===== src/rtl/core/two_link_leg_inverse_kinematics_unit_defines.svh =====
// assertion macros for the leg inverse kinematics unit
`ifndef TWO_LINK_LEG_INVERSE_KINEMATICS_UNIT_DEFINES_SVH
`define TWO_LINK_LEG_INVERSE_KINEMATICS_UNIT_DEFINES_SVH

`ifndef NO_ASSERTIONS

// same-cycle implication
`define TLIK_ASSERT_SAME(lbl, clk, rst, ante, cons) \
   lbl: assert property (@(posedge clk) disable iff (rst) (ante) |-> (cons)) \
      else $error("tlik assertion failed");

// next-cycle implication
`define TLIK_ASSERT_NEXT(lbl, clk, rst, ante, cons) \
   lbl: assert property (@(posedge clk) disable iff (rst) (ante) |=> (cons)) \
      else $error("tlik assertion failed");

`else

`define TLIK_ASSERT_SAME(lbl, clk, rst, ante, cons)
`define TLIK_ASSERT_NEXT(lbl, clk, rst, ante, cons)

`endif

`endif


===== src/rtl/core/tlik_sqrt.sv =====
// pipelined integer square root, one root bit per stage
module tlik_sqrt #(
   parameter int W     = 36,
   parameter int LANES = 1,
   parameter int SW    = 1
) (
   input  logic           clock,
   input  logic           reset,
   input  logic           en,
   input  logic           in_valid,
   input  logic [W-1:0]   in_value [LANES],
   input  logic [SW-1:0]  in_side,
   output logic           out_valid,
   output logic [W/2-1:0] out_root [LANES],
   output logic [SW-1:0]  out_side
);
   localparam int N = W / 2;

   logic          vld_ff  [N];
   logic [SW-1:0] side_ff [N];
   logic [W-1:0]  val_ff  [N][LANES];
   logic [N+1:0]  rem_ff  [N][LANES];
   logic [N-1:0]  root_ff [N][LANES];
   logic [N+1:0]  rem_in  [N][LANES];
   logic [N-1:0]  root_in [N][LANES];

   genvar s, l;
   for (s = 0; s < N; s++) begin : g_stage
      // valid and side data follow the stage
      always_ff @(posedge clock) begin
         if (reset) begin
            vld_ff[s] <= 1'b0;
         end else if (en) begin
            vld_ff[s] <= (s == 0) ? in_valid : vld_ff[(s == 0) ? 0 : s-1];
         end
      end

      always_ff @(posedge clock) begin
         if (en) begin
            side_ff[s] <= (s == 0) ? in_side : side_ff[(s == 0) ? 0 : s-1];
         end
      end

      for (l = 0; l < LANES; l++) begin : g_lane
         logic [W-1:0] val_pv;
         logic [N+1:0] rem_pv;
         logic [N-1:0] root_pv;
         logic [N+1:0] cur;
         logic [N+1:0] trial;
         logic         ge;

         if (s == 0) begin : g_first
            assign val_pv  = in_value[l];
            assign rem_pv  = '0;
            assign root_pv = '0;
         end else begin : g_next
            assign val_pv  = val_ff[s-1][l];
            assign rem_pv  = rem_ff[s-1][l];
            assign root_pv = root_ff[s-1][l];
         end

         // bring down two bits and try the next root bit
         assign cur   = {rem_pv[N-1:0], val_pv[W-1-2*s -: 2]};
         assign trial = {root_pv, 2'b01};
         assign ge    = (cur >= trial);
         assign rem_in[s][l]  = ge ? (cur - trial) : cur;
         assign root_in[s][l] = {root_pv[N-2:0], ge};

         always_ff @(posedge clock) begin
            if (en) begin
               val_ff[s][l]  <= val_pv;
               rem_ff[s][l]  <= rem_in[s][l];
               root_ff[s][l] <= root_in[s][l];
            end
         end
      end
   end

   assign out_valid = vld_ff[N-1];
   assign out_side  = side_ff[N-1];
   for (l = 0; l < LANES; l++) begin : g_out
      assign out_root[l] = root_ff[N-1][l];
   end

endmodule


===== config.mk =====
export PLATFORM = sky130hd
export DESIGN_NAME = tlik_sqrt
export DESIGN_NICKNAME = d
export VERILOG_FILES = /design/src/rtl/core/two_link_leg_inverse_kinematics_unit_defines.svh /design/src/rtl/core/tlik_sqrt.sv
export SDC_FILE = /design/constraint.sdc
export NUM_CORES = 1
export LEC_CHECK = 0
export ABC_AREA = 1
export BUFFER_PORTS_ARGS = -buffer_cell sky130_fd_sc_hd__buf_2
export CAP_MARGIN = 25
export CORE_MARGIN = 4
export CORE_UTILIZATION = 66
export CTS_BUF_LIST = sky130_fd_sc_hd__clkbuf_2 sky130_fd_sc_hd__clkbuf_4 sky130_fd_sc_hd__clkbuf_8
export DETAILED_ROUTE_END_ITERATION = 10
export PLACE_DENSITY_LB_ADDON = 0.25
export SETUP_SLACK_MARGIN = 0.2
export SYNTH_ARGS = -nofsm -noshare
export SYNTH_HDL_FRONTEND = slang
export SYNTH_SLANG_ARGS = --single-unit
export TNS_END_PERCENT = 10

===== constraint.sdc =====
create_clock -name clock -period 2.75 [get_ports clock]
set_input_delay 0.1375 -clock clock [delete_from_list [all_inputs] [get_ports clock]]
set_output_delay 0.1375 -clock clock [all_outputs]
set_load 0.1 [all_outputs]

## Word-level counts from Yosys, hierarchy flattened

Memory sizes are Yosys's and may differ from the RTL's.
Cells that the tools add are included.

- Add/sub/neg operators: 18
- $lt $le $gt $ge: 18
- Multiplexer cells: 42
- Bitwise gates (word level): 18

Operator list:

| operator | number |
|---|---|
| $mux 20 | 18 |
| $ge 20x20->1 | 17 |
| $sub 20x20->20 | 17 |
| $mux 1 | 24 |
| $or 1x1->1 | 18 |
| $sub 2x1->3 const B | 1 |
| $ge 2x1->1 const B | 1 |

- Bits in registers: 0
- Bits in writable memories: 1368
- Input bits: 41
- Output and inout port bits: 20
- Logic and storage cells: 101
- Memories kept: 5

Memories:

| memory | depth | width | rd ports | clocked after Yosys merged registers in | wr ports | RTL line | text |
|---|---|---|---|---|---|---|---|
| val_ff | 18 | 36 | 17 | 0 | 18 | tlik_sqrt.sv:21 | `logic [W-1:0] val_ff [N][LANES];` |
| rem_ff | 18 | 20 | 17 | 0 | 18 | tlik_sqrt.sv:22 | `logic [N+1:0] rem_ff [N][LANES];` |
| root_ff | 18 | 18 | 18 | 0 | 18 | tlik_sqrt.sv:23 | `logic [N-1:0] root_ff [N][LANES];` |
| side_ff | 18 | 1 | 18 | 0 | 18 | tlik_sqrt.sv:20 | `logic [SW-1:0] side_ff [N];` |
| vld_ff | 18 | 1 | 18 | 0 | 18 | tlik_sqrt.sv:19 | `logic vld_ff [N];` |

## Depth between registers and ports, before layout

Gate-level depths: netlist of run 1.

- Depth in word-level cells: 4
- Depth in mapped cells: 14
- Gate-level depth less buffers: 14

## Worst setup path before layout of run 1

OpenSTA, ideal clock, no wires.

- Path type: reg-to-reg
- Start point: memory rem_ff[4][1] in the netlist's numbering
- End point: memory rem_ff[5][3] in the netlist's numbering, data pin
- Library setup time: 0.257 ns
- Arrival: 1.679 ns
- Setup slack: 0.814 ns
- Stages on the path, launching flop included: 9
- Clock period less this slack: 1.936 ns
- Cell sequence: edfxtp_1 > ha_1 > a21oi_1 > o21ai_2 > a21oi_1 > nand3_4 > inv_4 > buf_6 > o21ai_2

RTL lines:

| element | RTL line |
|---|---|
| start: declaration | tlik_sqrt.sv:22 |

==> qor.yml, run 1 <==
vias_per_cell: 5.47
synth_edf_count: 799
grt_max_degree: 124
maxSlewHeadroom_pct: 58.5
post-route-drc-count: 0
clock_skew_ns: 0.0346
wirelength_um: 85200
ir_drop_mv: 0.570
netlist-cell-type-count: 48
port_buffers: 60
cp.arrival_ns: 2.93
cp-endpoint: "rem_ff[10][7]$_DFFE_PP_"
p_comb_share_pct: 18.6
synth_fp_nets: 4208
cts_max_level: 4
tns_ns: 0
core-area_um2: 60200
multi_input_area_um2: 13700
io_pins: 61
startpoint_type: "flop"
crit_chain: "ha_1 -> a21oi_1 -> nand2_1 -> and3_1 -> nor3_4 -> buf_4 -> o21ai_0"
slowest_stage: "edfxtp_1"
cp_top_family: "simple AND/OR/NAND/NOR gates"
worstPathRequired_ns: 3.24
tightest_slew_ns: 0.622
r2r-start: "rem_ff[9][1]$_DFFE_PP_"
path_clk_slew_ns: 0.06
hold_violations: 0
crit_fanout: 14
status: "completed"
drv_slew: 0
reg2reg_slack_ns: 0.31
start_util_pct: 66.6
row_count: 90
maxCapViolCount: 0
crit_type: "reg -> reg"
powerDensity_nw_per_um2: 727
cts_tree: "done"
rsz0062_at_grt: "true"
fillers: 4140
ys_warn_count: 0
vias: 27967
ys_ff_latch: 799
gp_congestion: 0.923
async_flop_share_pct: 0
final_area_um2: 44700
overflow: 0
cts_max_path_buffers: 3
max_stage_delay_ns: 0.42
grt_pass1_wl_um: 137000
synth.avg_cell_area_um2: 10.1
reg2regPathDepth: 7
clkPwrFrac_pct: 32.9
p_total_uw: 32500
synthFlopType: "edfxtp_1"
end_kind: "flop"
clock_latency_ns: 0.79
critPathLaunch: "rem_ff[9][1]$_DFFE_PP_"
first_iter_violations: 2276
ant_nets: 0
seqCellArea_um2: 24000
power_frac_seq_pct: 48.5
swShare_pct: 29.5
postCtsSetupBuffers: 0
drive_gt1_share_pct: 10.7
leakagePower_uw: 0.0196
finalCritPeriodShare_pct: 88.7
hold_class: "in -> reg"
die_y_um: 255
area_growth_pct: 11.4
synth_top_area_cell: "edfxtp_1"
setup_viol: 0
track_usage_pct: 26.7
root_buffer: "clkbuf_8"
synth.most_common_cell: "nand2_1"
synth_area_leaders: "edfxtp_1 (60%), nand2_1 (11%), ha_1 (5.9%)"
die_w_um: 255
min_period_ns: 2.44
place_hpwl_um: 60800
clock_sinks: 799
antenna_found_initial: 1
cts_buffers: 133
seq_area_frac_synth_pct: 59.8
dpl-instance-area_um2: 41600
wl_per_cell_um: 16.7
synth_common_cells: "nand2_1 (1139), edfxtp_1 (799), inv_1 (550)"
dr.pass1.iters: 8
mappedNetlistArea_um2: 40200
synth_top_area_share_pct: 59.8
grt_pass1_vias: 26999
netlist_instances: 3977
fmax_mhz: 410
worst-path-stages: 7
finalNetCount: 4461
worst-path-buf-inv: 1
p_int_uw: 23000
reg2reg_to: "rem_ff[10][7]$_DFFE_PP_"
power_switching_uw: 9590
dieArea_um2: 64800
-- area by class of cell --
class                           instances  area share (%)
Multi-Input combinational cell       2580            30.7
Inverter                              567            4.80
Clock inverter                         69            1.38
Clock buffer                          162            4.62
Timing Repair Buffer                  149            2.73
Antenna cell                            1         0.00559
Tap cell                              782            2.19
Sequential cell                       799            53.6
-- cell usage in the layout, fill, tap and decap left out, types with 5 or more instances in the layout --
cell           instances
o21a_1                 5
clkbuf_8             136
nor2_4                 5
nand3b_1              50
o21ai_2               24
and3_1                 5
o21ai_1               14
or2_2                  9
ha_1                 190
clkinv_2              21
o21ai_0              107
o21bai_1              10
bufinv_16              9
nand4_1               48
a21oi_2               28
inv_4                  7
nand2_2               29
xnor2_1               39
nand2_1             1139
dlygate4sd3_1         47
nor3_1                34
nor2_2                22
clkbuf_4              26
buf_4                 32
a21oi_1              182
buf_12                10
edfxtp_1             799
buf_2                 59
inv_2                 10
inv_1                550
nand3_4                5
nor2_1               300
nand3_1              220
xor2_1                74
clkinv_1              26
-- power groups by stage --
stage               sequential (uW)  combinational (uW)  clock (uW)
global placement              16000                5770           0
CTS                           15800                5980       10900
finish                        15800                6060       10700
global route                  15900                6880       11500
floorplan                     15800                4350           0
detailed placement            16000                5890           0
-- metal layers --
layer / routed length [um] / vias to the layer above / global-route usage (%)
met5: 0 / - / 0
met4: 2990 / 0 / 10.1
met3: 4880 / 209 / 4.34
met2: 42000 / 930 / 45.4
met1: 35400 / 12955 / 35.1
li1: - / 13873 / -
-- sequential cells by signal, indices dropped and copies added, names as in the netlist --
register / flops
root_ff: 171
val_ff: 306
side_ff: 18
rem_ff: 286
vld_ff: 18
-- cells by family (layout without fill, tap and decap cells) --
family	count (synthesis)	in the layout	synth area share [%]
AOI/OAI and AO/OA	386	386	5.51
and+or+nand+nor	1890	1890	20.3
other	1	2	0.00934
DFF	799	799	59.8
adders and majority gates	190	190	5.92
buffers and inverters	598	947	6.06
xor gates and xnor gates	113	113	2.46
-- per-stage QoR --
stage          utilization [%]  worst slack, ns  instances  hold slack, ns
2_1_floorplan                -            0.814       3977           0.236
5_1_grt                   74.3            0.162       5109          0.0267
3_5_place_dp              69.0            0.252       4830           0.316
4_1_cts                   74.3            0.246       5108        0.000179
6_report                  74.3            0.311       5109          0.0638
3_3_place_gp              69.0            0.320       4830           0.314
-- how the worst min path moves through the flow --
stage	to	cells after the start	slack [ns]	from
after floorplan	side_ff[0]$_DFFE_PP_	0	0.24	in_side
after global placement	val_ff[0][29]$_DFFE_PP_	1	0.31	in_value[29]
after detailed placement	val_ff[0][11]$_DFFE_PP_	1	0.32	in_value[11]
after CTS	val_ff[0][23]$_DFFE_PP_	2	0.0002	in_value[23]
after global routing	val_ff[0][7]$_DFFE_PP_	2	0.03	in_value[7]
final	val_ff[0][22]$_DFFE_PP_	2	0.06	in_value[22]
-- what timing repair did --
| item | CTS | global route |
|---|---|---|
| hold buffers | 47 | 0 |
| setup endpoints to repair | 0 | 28 |
| hold endpoints to repair | 150 | 0 |
| resized for setup | 0 | 2 |
Power figures use the tool's default switching activity.
==> run 2, diff against run 1 <==
==> constraint.sdc (replaced) <==
create_clock -name clock -period 2.75 [get_ports clock]
set_input_delay 0.275 -clock clock [delete_from_list [all_inputs] [get_ports clock]]
set_output_delay 0.275 -clock clock [all_outputs]
set_load 0.1 [all_outputs]
==> run 2 against run 1 <==
Effect of this change:
- setup slack better by 0.029 ns
- maximum frequency up 1.2%
- worst hold slack better by 0.12 ns
- non-clock buffer count down 14
- register-to-register slack better by 0.03 ns
- via count down 0.41%
- sequential power about the same
- cell count down 0.39%
- core utilization down 0.44 points
- sequential share of layout area up 0.32 points
- clock-buffer cell count up 5
- design area down 0.59%
- largest cell class unchanged
==> qor.yml, run 2 (synthesized netlist as in run 1, its figures left out) <==
status: "completed"
io_pins: 61  # unchanged
cts_tree: "done"
first_iter_violations: 2354  # +3.4%
place_hpwl_um: 60900  # +0.22%
swShare_pct: 29.5  # about the same
grt_pass1_vias: 27013  # +0.052%
path_clk_slew_ns: 0.06  # about the same
ir_drop_mv: 0.597  # +4.8%
r2r-start: "rem_ff[9][1]$_DFFE_PP_"
track_usage_pct: 26.5  # -0.23 points
cp_top_family: "simple AND/OR/NAND/NOR gates"
min_from: "reset"
dr.pass1.iters: 6  # -2
clkPwrFrac_pct: 31.7  # -1.2 points
start_util_pct: 66.6  # unchanged
gp_congestion: 0.934  # +1.2%
vias_per_cell: 5.47  # about the same
hold_class: "in -> reg"
power_switching_uw: 9430  # -1.7%
leakagePower_uw: 0.0194  # -0.67%
finalCritPeriodShare_pct: 87.7  # -1.0 points
clock_latency_ns: 0.79  # about the same
core-area_um2: 60200  # unchanged
largest_register_ffs: 306  # unchanged
wirelength_um: 84800  # -0.50%
fillers: 4117  # -0.56%
grt_pass1_wl_um: 136000  # -0.57%
drv_slew: 0  # unchanged
slowest_stage: "edfxtp_1"
powerDensity_nw_per_um2: 719  # -1.1%
worstPathRequired_ns: 3.21  # -0.03 ns
port_buffers: 60  # unchanged
tns_ns: 0  # unchanged
reg.largest.list: "val_ff: 306 flops, rem_ff: 286 flops, root_ff: 171 flops"
fin_ws_ns: 0.339  # +0.0285 ns
maxCapViolCount: 0  # unchanged
die_y_um: 255  # unchanged
whs_ns: 0.186  # +0.122 ns
reg2reg_slack_ns: 0.34  # +0.03 ns
p_comb_share_pct: 19.0  # +0.4 points
min_period_ns: 2.41  # -0.0285 ns
row_count: 90  # unchanged
grt_max_degree: 107  # -14%
drive_gt1_share_pct: 10.4  # -0.30 points
setup_viol: 0  # unchanged
reg2reg_to: "rem_ff[10][5]$_DFFE_PP_"
dieArea_um2: 64800  # unchanged
crit_type: "reg -> reg"
top_register: "val_ff"
mostFrequentLayoutCells: "nand2_1 (1139), edfxtp_1 (799), inv_1 (550), nor2_1 (300), nand3_1 (220)"
clock_sinks: 799  # unchanged
wl_per_cell_um: 16.7  # -0.11%
clock_skew_ns: 0.0397  # +0.00510 ns
worst-path-buf-inv: 1  # unchanged
cts_buffers: 131  # -1.5%
root_buffer: "clkbuf_8"
end_kind: "flop"
power_frac_seq_pct: 49.3  # +0.8 points
crit_chain: "ha_1 -> a21oi_1 -> nand2_1 -> and3_1 -> nor3_4 -> buf_6 -> o21ai_0"
place_ws_ns: 0.354  # +0.102 ns
hold_violations: 0  # unchanged
final_cells: 5089  # -0.39%
ant_nets: 0  # unchanged
cts_max_path_buffers: 3  # unchanged
area_growth_pct: 10.8
vias: 27852  # -0.41%
post-route-drc-count: 0  # unchanged
finalNetCount: 4445  # -0.36%
tightest_slew_ns: 0.584  # -0.0378 ns
cp.arrival_ns: 2.87  # -0.06 ns
p_total_uw: 32000  # -1.7%
overflow: 0  # unchanged
startpoint_type: "flop"
whs_endpoint: "vld_ff[6][1]$_DFFE_PP_"
antenna_found_initial: 1  # unchanged
reg2regPathDepth: 7  # unchanged
layout_commonest_cell: "nand2_1"
dp_cells: 4823  # -0.14%
max_stage_delay_ns: 0.42  # about the same
cts_max_level: 4  # unchanged
crit_fanout: 18  # +4
die_w_um: 255  # unchanged
fmax_mhz: 415  # +1.2%
p_int_uw: 22600  # -1.7%
rsz0062_at_grt: "true"
min_path_cells: 2  # unchanged
maxSlewHeadroom_pct: 61.1  # +2.5 points
## run 2: what timing repair did
action                                  4_1_cts  5_1_grt
buffers inserted                              0        0
resized for setup                             0        1
endpoints found under the setup margin        0        4
endpoints found under the hold margin        67        0
hold buffers                                 40        0
## run 2: cell type report
class                           count  area (um2)  share of cell area (%)
Clock buffer                      167        2090                    4.69
Multi-Input combinational cell   2580       13700                    30.8
Timing Repair Buffer              135        1100                    2.48
Antenna cell                        1        2.50                 0.00563
Clock inverter                     58         455                    1.02
Tap cell                          782         978                    2.20
Inverter                          567        2140                    4.82
Sequential cell                   799       24000                    53.9
## run 2: worst max path at each step
stage / startpoint / to / slack, ns / cells past startpoint
6_report: rem_ff[9][1]$_DFFE_PP_ / rem_ff[10][5]$_DFFE_PP_ / 0.34 / 7
5_1_grt: rem_ff[10][9]$_DFFE_PP_ / rem_ff[11][8]$_DFFE_PP_ / 0.19 / 8
3_3_place_gp: rem_ff[9][1]$_DFFE_PP_ / rem_ff[10][5]$_DFFE_PP_ / 0.39 / 7
2_1_floorplan: rem_ff[4][1]$_DFFE_PP_ / rem_ff[5][3]$_DFFE_PP_ / 0.81 / 8
4_1_cts: rem_ff[9][1]$_DFFE_PP_ / rem_ff[10][5]$_DFFE_PP_ / 0.35 / 7
3_5_place_dp: rem_ff[9][1]$_DFFE_PP_ / rem_ff[10][5]$_DFFE_PP_ / 0.35 / 7
## run 2: per-stage QoR
stage | instance area [um2] | utilization, %
floorplan | 40200 | -
global placement | 41500 | 68.9
detailed placement | 41500 | 68.9
CTS | 44500 | 73.8
global route | 44500 | 73.8
finish | 44500 | 73.8
## run 2: routing by layer
layer	global-route usage [%]	wire length (um)	part of all wire, %
met5	0	0	0
met2	45.7	42300	50
met1	34.5	35300	42
met3	4.60	4830	5.7
met4	8.84	2260	2.7
## run 2: power groups by stage
stage | clock network [uW] | registers, uW | logic, uW
final | 10100 | 15800 | 6080
after global routing | 11000 | 15900 | 6870
after detailed placement | 0 | 16000 | 5900
after floorplan | 0 | 15800 | 4350
after global placement | 0 | 16000 | 5790
after CTS | 10300 | 15800 | 6000
